$ cat config.mk
export PLATFORM = sky130hd
export DESIGN_NAME = modbus_tcp_read_request_parser
export DESIGN_NICKNAME = d
export VERILOG_FILES = /design/src/sv/mbtcp_pkg.sv /design/src/sv/mbtcp_verdict.sv /design/src/sv/modbus_tcp_read_request_parser.sv
export SDC_FILE = /design/constraint.sdc
export NUM_CORES = 1
export LEC_CHECK = 0
export ABC_CLOCK_PERIOD_IN_PS = 6000
export BUFFER_PORTS_ARGS = -buffer_cell sky130_fd_sc_hd__buf_2
export CORE_MARGIN = 2
export CORE_UTILIZATION = 52
export CTS_BUF_LIST = sky130_fd_sc_hd__clkbuf_8
export DETAILED_ROUTE_END_ITERATION = 6
export HOLD_SLACK_MARGIN = 0.15
export PLACE_DENSITY = 0.78
export SYNTH_ARGS = -nofsm -noshare
export SYNTH_HDL_FRONTEND = slang
export SYNTH_SLANG_ARGS = --single-unit
$ cat constraint.sdc
create_clock -name clock -period 6 [get_ports clock]
set_clock_uncertainty 0.05 [all_clocks]
set_input_delay 0.9 -clock clock [delete_from_list [all_inputs] [get_ports clock]]
set_output_delay 0.9 -clock clock [all_outputs]
set_load 0.05 [all_outputs]
$ cat src/sv/mbtcp_pkg.sv
// Shared constants, codes and types for the Modbus TCP read request parser.
`default_nettype none
package mbtcp_pkg;

   localparam int unsigned CSR_ADDR_W = 3;
   localparam int unsigned CSR_DATA_W = 32;

   localparam logic CSR_MAX_QUANTITY = 1'b0;
   localparam logic CSR_MAP_SIZE     = 1'b1;

   localparam logic [6:0]  MAX_QUANTITY_RESET = 7'd16;
   localparam logic [15:0] MAP_SIZE_RESET     = 16'd16;

   localparam logic [3:0]  LAST_POS     = 4'd11;
   localparam logic [3:0]  COUNT_MAX    = 4'd15;
   localparam logic [15:0] MBAP_LEN     = 16'd6;
   localparam logic [7:0]  FUNC_HOLDING = 8'h03;
   localparam logic [7:0]  FUNC_INPUT   = 8'h04;

   localparam logic [2:0] ERR_OK        = 3'd0;
   localparam logic [2:0] ERR_MALFORMED = 3'd1;
   localparam logic [2:0] ERR_FUNCTION  = 3'd2;
   localparam logic [2:0] ERR_ADDRESS   = 3'd3;
   localparam logic [2:0] ERR_VALUE     = 3'd4;

   localparam logic [3:0] POS_TRANS_HI = 4'd0;
   localparam logic [3:0] POS_TRANS_LO = 4'd1;
   localparam logic [3:0] POS_PROTO_HI = 4'd2;
   localparam logic [3:0] POS_PROTO_LO = 4'd3;
   localparam logic [3:0] POS_LEN_HI   = 4'd4;
   localparam logic [3:0] POS_LEN_LO   = 4'd5;
   localparam logic [3:0] POS_UNIT     = 4'd6;
   localparam logic [3:0] POS_FUNC     = 4'd7;
   localparam logic [3:0] POS_START_HI = 4'd8;
   localparam logic [3:0] POS_START_LO = 4'd9;
   localparam logic [3:0] POS_QTY_HI   = 4'd10;
   localparam logic [3:0] POS_QTY_LO   = 4'd11;

   typedef struct packed {
      logic [15:0] transaction_id;
      logic [7:0]  unit_id;
      logic [7:0]  function_code;
      logic [15:0] start_address;
      logic [15:0] quantity;
      logic [15:0] header_length;
      logic        protocol_nonzero;
      logic        length_ok;
   } frame_type;

endpackage
`default_nettype wire

$ cat src/sv/mbtcp_verdict.sv
// Verdict logic: ranks the frame checks and yields one error code.
`default_nettype none
module mbtcp_verdict (
   input  mbtcp_pkg::frame_type frame,
   input  logic [6:0]           max_quantity,
   input  logic [15:0]          map_size,
   output logic [2:0]           error_code
);
   import mbtcp_pkg::*;

   logic        malformed;
   logic        bad_function;
   logic        bad_value;
   logic [16:0] end_address;
   logic        bad_address;

   assign malformed = !frame.length_ok || frame.protocol_nonzero ||
                      (frame.header_length != MBAP_LEN) || (frame.unit_id == 8'd0);
   assign bad_function = (frame.function_code != FUNC_HOLDING) &&
                         (frame.function_code != FUNC_INPUT);
   assign bad_value = (frame.quantity == 16'd0) ||
                      (frame.quantity > {9'd0, max_quantity});
   assign end_address = {1'b0, frame.start_address} + {1'b0, frame.quantity};
   assign bad_address = end_address > {1'b0, map_size};

   always_comb begin
      if (malformed) begin
         error_code = ERR_MALFORMED;
      end else if (bad_function) begin
         error_code = ERR_FUNCTION;
      end else if (bad_value) begin
         error_code = ERR_VALUE;
      end else if (bad_address) begin
         error_code = ERR_ADDRESS;
      end else begin
         error_code = ERR_OK;
      end
   end

endmodule
`default_nettype wire

$ cat src/sv/modbus_tcp_read_request_parser.sv
// Modbus TCP read request parser: byte capture, verdict and result register.
//
// Usage: the req channel carries one frame byte per transaction, with
// req_last_byte set on the final byte of a frame. Non-final bytes produce
// nothing; the final byte produces one rsp transaction holding the error
// code and the captured fields (all zero for a malformed frame).
// The final byte passes through the input register and then the result register,
// whose output is rsp_valid; a pending result holds it in the input register.
// Throughput: one byte per cycle while no final byte waits; the only per-byte
// work is a capture by position and, on the final byte, one 17-bit add and compare.
// When rsp_ready is low with a result pending, the final byte of the next
// frame waits in the input register and req_ready drops; earlier bytes of
// that frame still flow.
// Reset clears the frame state, drops any pending transaction and loads
// max_quantity = 16 and map_size = 16. The csr_ port is APB-style, with
// max_quantity at address 0 and map_size at address 4; pready is always
// high. Write registers only while no frame is in flight.
`default_nettype none
module modbus_tcp_read_request_parser (
   input  logic                             clock,
   input  logic                             reset,
   input  logic                             req_valid,
   output logic                             req_ready,
   input  logic [7:0]                       req_frame_byte,
   input  logic                             req_last_byte,
   output logic                             rsp_valid,
   input  logic                             rsp_ready,
   output logic [2:0]                       rsp_error_code,
   output logic [15:0]                      rsp_transaction_id,
   output logic [7:0]                       rsp_unit_id,
   output logic [7:0]                       rsp_function_code,
   output logic [15:0]                      rsp_start_address,
   output logic [15:0]                      rsp_quantity,
   input  logic                             csr_psel,
   input  logic                             csr_penable,
   input  logic                             csr_pwrite,
   input  logic [mbtcp_pkg::CSR_ADDR_W-1:0] csr_paddr,
   input  logic [mbtcp_pkg::CSR_DATA_W-1:0] csr_pwdata,
   output logic [mbtcp_pkg::CSR_DATA_W-1:0] csr_prdata,
   output logic                             csr_pready
);
   import mbtcp_pkg::*;

   logic [6:0]  max_quantity_ff;
   logic [15:0] map_size_ff;
   logic        csr_write;

   logic        s1_valid_ff;
   logic [7:0]  s1_byte_ff;
   logic        s1_last_ff;
   logic        s1_move;
   logic        rsp_free;

   logic [3:0]  byte_count_ff;
   logic        protocol_nonzero_ff, protocol_nonzero_in;
   logic [15:0] header_length_ff, header_length_in;
   logic [15:0] transaction_ff, transaction_in;
   logic [7:0]  unit_ff, unit_in;
   logic [7:0]  function_ff, function_in;
   logic [15:0] start_ff, start_in;
   logic [15:0] quantity_ff, quantity_in;

   frame_type   frame;
   logic [2:0]  verdict;

   logic        rsp_valid_ff;
   logic [2:0]  rsp_error_ff;
   logic [15:0] rsp_transaction_ff;
   logic [7:0]  rsp_unit_ff;
   logic [7:0]  rsp_function_ff;
   logic [15:0] rsp_start_ff;
   logic [15:0] rsp_quantity_ff;

   // configuration registers
   assign csr_pready = 1'b1;
   assign csr_write  = csr_psel && csr_penable && csr_pwrite && csr_pready;

   always_ff @(posedge clock) begin
      if (reset) begin
         max_quantity_ff <= MAX_QUANTITY_RESET;
         map_size_ff     <= MAP_SIZE_RESET;
      end else if (csr_write) begin
         unique case (csr_paddr[2])
            CSR_MAX_QUANTITY: max_quantity_ff <= csr_pwdata[6:0];
            CSR_MAP_SIZE:     map_size_ff     <= csr_pwdata[15:0];
            default: ;
         endcase
      end
   end

   always_comb begin
      unique case (csr_paddr[2])
         CSR_MAX_QUANTITY: csr_prdata = {{(CSR_DATA_W-7){1'b0}}, max_quantity_ff};
         CSR_MAP_SIZE:     csr_prdata = {{(CSR_DATA_W-16){1'b0}}, map_size_ff};
         default:          csr_prdata = '0;
      endcase
   end

   // input register
   assign rsp_free  = !rsp_valid_ff || rsp_ready;
   assign s1_move   = s1_valid_ff && (!s1_last_ff || rsp_free);
   assign req_ready = !s1_valid_ff || s1_move;

   always_ff @(posedge clock) begin
      if (reset) begin
         s1_valid_ff <= 1'b0;
      end else if (req_ready) begin
         s1_valid_ff <= req_valid;
      end
   end

   always_ff @(posedge clock) begin
      if (req_ready) begin
         s1_byte_ff <= req_frame_byte;
         s1_last_ff <= req_last_byte;
      end
   end

   // capture by byte position
   always_comb begin
      protocol_nonzero_in = protocol_nonzero_ff;
      header_length_in    = header_length_ff;
      transaction_in      = transaction_ff;
      unit_in             = unit_ff;
      function_in         = function_ff;
      start_in            = start_ff;
      quantity_in         = quantity_ff;
      case (byte_count_ff)
         POS_TRANS_HI: transaction_in   = {s1_byte_ff, transaction_ff[7:0]};
         POS_TRANS_LO: transaction_in   = {transaction_ff[15:8], s1_byte_ff};
         POS_PROTO_HI, POS_PROTO_LO:
                       protocol_nonzero_in = protocol_nonzero_ff || (s1_byte_ff != 8'd0);
         POS_LEN_HI:   header_length_in = {s1_byte_ff, header_length_ff[7:0]};
         POS_LEN_LO:   header_length_in = {header_length_ff[15:8], s1_byte_ff};
         POS_UNIT:     unit_in          = s1_byte_ff;
         POS_FUNC:     function_in      = s1_byte_ff;
         POS_START_HI: start_in         = {s1_byte_ff, start_ff[7:0]};
         POS_START_LO: start_in         = {start_ff[15:8], s1_byte_ff};
         POS_QTY_HI:   quantity_in      = {s1_byte_ff, quantity_ff[7:0]};
         POS_QTY_LO:   quantity_in      = {quantity_ff[15:8], s1_byte_ff};
         default: ;
      endcase
   end

   always_ff @(posedge clock) begin
      if (reset) begin
         byte_count_ff       <= '0;
         protocol_nonzero_ff <= 1'b0;
         header_length_ff    <= '0;
         transaction_ff      <= '0;
         unit_ff             <= '0;
         function_ff         <= '0;
         start_ff            <= '0;
         quantity_ff         <= '0;
      end else if (s1_move) begin
         if (s1_last_ff) begin
            byte_count_ff       <= '0;
            protocol_nonzero_ff <= 1'b0;
            header_length_ff    <= '0;
            transaction_ff      <= '0;
            unit_ff             <= '0;
            function_ff         <= '0;
            start_ff            <= '0;
            quantity_ff         <= '0;
         end else begin
            if (byte_count_ff != COUNT_MAX) begin
               byte_count_ff <= byte_count_ff + 4'd1;
            end
            protocol_nonzero_ff <= protocol_nonzero_in;
            header_length_ff    <= header_length_in;
            transaction_ff      <= transaction_in;
            unit_ff             <= unit_in;
            function_ff         <= function_in;
            start_ff            <= start_in;
            quantity_ff         <= quantity_in;
         end
      end
   end

   // verdict on the final byte
   assign frame.transaction_id   = transaction_in;
   assign frame.unit_id          = unit_in;
   assign frame.function_code    = function_in;
   assign frame.start_address    = start_in;
   assign frame.quantity         = quantity_in;
   assign frame.header_length    = header_length_in;
   assign frame.protocol_nonzero = protocol_nonzero_in;
   assign frame.length_ok        = (byte_count_ff == LAST_POS);

   mbtcp_verdict u_verdict (
      .frame        (frame),
      .max_quantity (max_quantity_ff),
      .map_size     (map_size_ff),
      .error_code   (verdict)
   );

   // result register
   always_ff @(posedge clock) begin
      if (reset) begin
         rsp_valid_ff <= 1'b0;
      end else if (s1_move && s1_last_ff) begin
         rsp_valid_ff <= 1'b1;
      end else if (rsp_ready) begin
         rsp_valid_ff <= 1'b0;
      end
   end

   always_ff @(posedge clock) begin
      if (s1_move && s1_last_ff) begin
         rsp_error_ff <= verdict;
         if (verdict == ERR_MALFORMED) begin
            rsp_transaction_ff <= '0;
            rsp_unit_ff        <= '0;
            rsp_function_ff    <= '0;
            rsp_start_ff       <= '0;
            rsp_quantity_ff    <= '0;
         end else begin
            rsp_transaction_ff <= frame.transaction_id;
            rsp_unit_ff        <= frame.unit_id;
            rsp_function_ff    <= frame.function_code;
            rsp_start_ff       <= frame.start_address;
            rsp_quantity_ff    <= frame.quantity;
         end
      end
   end

   assign rsp_valid          = rsp_valid_ff;
   assign rsp_error_code     = rsp_error_ff;
   assign rsp_transaction_id = rsp_transaction_ff;
   assign rsp_unit_id        = rsp_unit_ff;
   assign rsp_function_code  = rsp_function_ff;
   assign rsp_start_address  = rsp_start_ff;
   assign rsp_quantity       = rsp_quantity_ff;

endmodule
`default_nettype wire
==> results.tsv <==
stage	metric	value	unit
critical_path	CP Class	reg -> reg	
critical_path	Slowest cell on crit path	dfxtp_1	
critical_path	Cell Chain, Critical Path	ha_1, and3b_1, nand2b_1, a22oi_1, inv_1, ha_1, a21oi_1, nor2_1, or3_1, a21o_1, a21oi_1, xnor2_1, ha_1, o21ai_0, nor2_1, o41a_1, o41ai_1, buf_4, a31oi_1, a21o_1	
grt	gr ovfl total	0	
sta	Final Max Slew Viols	0	
critical_path	CP most frequent cell	ha_1	
synthesis	syn_area_per_cell	9.29	um2
drt	DR WL/cell	16.9	um
clock_tree	Max Root-Sink Buffers	2	
drt	final wirelength	22100	um
sta	min Tclk post-route	5.57	ns
synthesis	Warnings, synthesis	0	
layout	Nets	1164	
drt	Final ANT Viol Nets	0	
clock_tree	H-tree Lvls	4	
power_and_ir_drop	Leak	4.14	nW
critical_path	Critical Path End Type	register	
power_and_ir_drop	Int Power	0.00173	W
power_and_ir_drop	switching share of power	25.1	%
sta	Slew headroom	20.4	%
synthesis	FF+latch count, synth	186	
clock_tree	Post-CTS Setup Repair Bufs	0	
grt	vias in the first global route	6868	
clock_tree	worst-skew pair later-pin latency	0.48	ns
floorplan	I/O pins	153	
drt	drt pass-1 iters	6	
grt	initial antenna violation count	0	
run_status	status	finished clean	
floorplan	Initial Util	53.1	%
synthesis	Yosys cell types	61	
critical_path	Startpoint Class	register	
place	placed cells	1275	
drt	vias per inst	5.76	
layout	Layout area overhead	10.8	%
drt	drt first-iter violations	942	
place	hpwl dp	14600	um
sta	Setup violations, final	0	
power_and_ir_drop	switching pwr	0.000583	W
synthesis	ys flop type	dfxtp_1	
power_and_ir_drop	Combinational Power Share	6.7	%
job	max cap viols	0	
min_path	Worst Hold Class	reg -> reg	
power_and_ir_drop	sequential share of power	57.8	%
min_path	hold path cells	2	
grt	GRT Resource Usage Total	23.7	%
clock_tree	post-cts resize count	0	
sta	worst slew pin tran	1.19	ns
power_and_ir_drop	clock power share	35.4	%
drt	via count	7526	
sta	Final period util	92.9	%
critical_path	Required @ worst endpoint	6.20	ns
place	RD Place Congestion	0.861	
synthesis	sequential fraction of the synthesis area	48.8	%
critical_path	reg2reg setup slack	0.43	ns
critical_path	RR Startpoint	byte_count_ff[0]	
synthesis	Gate Count Post-Synth	989	
clock_tree	CTS sink cnt	186	
layout	non-filler instance count after layout	1307	
floorplan	Placeable Area	0.0173	mm2
min_path	Hold Startpoint	map_size_ff[12]	
grt	largest net degree at the start of global routing	111	
clock_tree	CTS hold repair buffers	0	
floorplan	Die H	137	um
critical_path	CP arrival	5.77	ns
sta	Fin. Hold Viols	0	
synthesis	number of flops mapped to enable cells by yosys	76	
layout	Final Cell Area	0.0102	mm2
power_and_ir_drop	worst vdd ir	194	uV
critical_path	slowest cell delay on critical path	0.44	ns
place	I/O Buffers	117	
synthesis	Post-Syn Area	0.00919	mm2
layout	share of cells above drive strength 1	14.9	%
drt	DRC	0	
grt	global-route wire length before repair	34800	um
critical_path	crit-path max FO	9	
sta	setup_tns	0	ns
floorplan	row count	48	
floorplan	die width	137	um
clock_tree	CTS buffer count	17	
critical_path	Critical R2R Capture	rsp_error_code[0]	
clock_tree	TritonCTS clock tree	built	
min_path	hold path endpoint	map_size_ff[12]	
place	Placed Area	0.00980	mm2
power_and_ir_drop	pwr dens	228	mW/mm2
floorplan	die area	0.0187	mm2
synthesis	Async SR Flop Fraction	0	%
clock_tree	Clock transition at path regs	0.09	ns
critical_path	Worst Reg-to-Reg Cells	20	
sta	RSZ-0062 raised after global routing	false	
clock_tree	clock root cell	clkbuf_8	
layout	Antenna Cells	0	
sta	Max Clk Rate	0.179	GHz
-- metal layers --
metal | GRT usage (%) | part of all wire [%] | wire length, um | vias to the layer above
met2 | 36.9 | 46 | 10200 | 317
met1 | 34.4 | 45 | 9900 | 3543
met4 | 6.70 | 1.3 | 284 | 0
met3 | 3.78 | 7.9 | 1740 | 24
met5 | 0 | 0 | 0 | -
li1 | - | - | - | 3642
-- cell usage in the layout (no fill, tap or decap), drive strengths merged, types with 17 or more instances in the layout --
cell type / instances
a22oi: 105
buf: 128
dfxtp: 110
a22o: 21
nor2b: 30
a21oi: 53
nand2: 86
clkbuf: 18
o21ai: 24
conb: 17
nor2: 163
ha: 43
edfxtp: 76
inv: 54
-- Yosys cell counts, types with 4 or more instances --
master | n | area [um2]
a32oi_1 | 4 | 35.0
edfxtp_1 | 76 | 2280
nor2_1 | 163 | 612
and2_1 | 7 | 43.8
mux2i_1 | 6 | 60.1
and3b_1 | 5 | 43.8
o21ai_0 | 20 | 100
a21oi_1 | 53 | 265
a21o_1 | 7 | 52.6
nor2b_1 | 30 | 188
xnor2_1 | 11 | 96.3
buf_1 | 4 | 15.0
inv_1 | 49 | 184
a211oi_1 | 4 | 30.0
dfxtp_1 | 110 | 2200
o21ai_1 | 4 | 20.0
nand3_1 | 9 | 45.0
nand4_1 | 11 | 68.8
nand2b_1 | 10 | 62.6
clkbuf_1 | 55 | 206
nor3_1 | 9 | 45.0
a22oi_1 | 105 | 788
nor4_1 | 4 | 25.0
a31oi_1 | 4 | 25.0
buf_4 | 17 | 128
ha_1 | 43 | 538
nand2_1 | 86 | 323
a22o_1 | 21 | 184
and3_1 | 6 | 37.5
-- per-stage QoR --
| stage | total power (W) | setup slack, ns | utilization, % | hold slack, ns |
|---|---|---|---|---|
| floorplan | 0.00148 | 1.30 | - | 0.386 |
| global placement | 0.00152 | 0.701 | 56.6 | 0.392 |
| detailed placement | 0.00152 | 0.550 | 56.6 | 0.396 |
| CTS | 0.00233 | 0.505 | 58.9 | 0.408 |
| global route | 0.00239 | 0.0312 | 58.9 | 0.434 |
| finish | 0.00232 | 0.428 | 58.9 | 0.409 |
-- state kept, by name, summed over array words and instances, names as in the netlist, 8 cells and up --
register	count
rsp_unit_id	8
rsp_start_address	16
header_length_ff	16
rsp_function_code	8
rsp_transaction_id	16
start_ff	16
function_ff	8
transaction_ff	16
s1_byte_ff	8
quantity_ff	16
rsp_quantity	16
unit_ff	8
map_size_ff	16
-- power by group through the flow --
stage                     Sequential, W  Combinational (W)  Clock, W
after global routing            0.00134           0.000167  0.000881
after CTS                       0.00134           0.000154  0.000832
after floorplan                 0.00137           0.000117         0
after detailed placement        0.00137           0.000153         0
final                           0.00134           0.000155  0.000821
after global placement          0.00137           0.000152         0
-- area by class of cell --
| cell class | count | area [um2] |
|---|---|---|
| clock inverter | 14 | 134 |
| sequential | 186 | 4480 |
| multi-input combinational | 686 | 4180 |
| clock buffer | 18 | 248 |
| fill | 1513 | 7120 |
| timing repair buffer | 128 | 668 |
| tap | 225 | 282 |
| inverter | 50 | 188 |
-- kinds of logic (layout without fill, tap and decap cells) --
kind of cell,Yosys count,after routing,synth area share [%]
multiplexers,7,7,0.776
flip-flops,186,186,48.8
buffers and inverters,132,210,6.37
adder cells (fa/ha/maj),44,44,6.07
AND/OR/NAND/NOR,355,355,17.8
XOR/XNOR,13,13,1.24
other,2,17,0.0818
AO/OA/AOI/OAI,250,250,18.9
-- worst max-delay path by stage --
stage,end,from,slack (ns),cells past startpoint
final,rsp_error_code[0],byte_count_ff[0],0.43,20
after global routing,rsp_error_code[0],byte_count_ff[0],0.03,22
after CTS,rsp_error_code[0],byte_count_ff[0],0.50,20
after detailed placement,rsp_error_code[0],byte_count_ff[0],0.55,20
after global placement,rsp_error_code[0],byte_count_ff[0],0.70,20
after floorplan,rsp_error_code[0],byte_count_ff[0],1.30,21
-- critical path, delay by kind of cell, from the launching register on --
kind / cells / cell delay [ns]
AOI/OAI and AO/OA: 9 / 2.17
DFF: 1 / 0.44
and+or+nand+nor: 5 / 1.17
xor gates and xnor gates: 1 / 0.15
buffers and inverters: 2 / 0.36
adders and majority gates: 3 / 0.99
No activity file was read; power rests on OpenSTA's default activity.
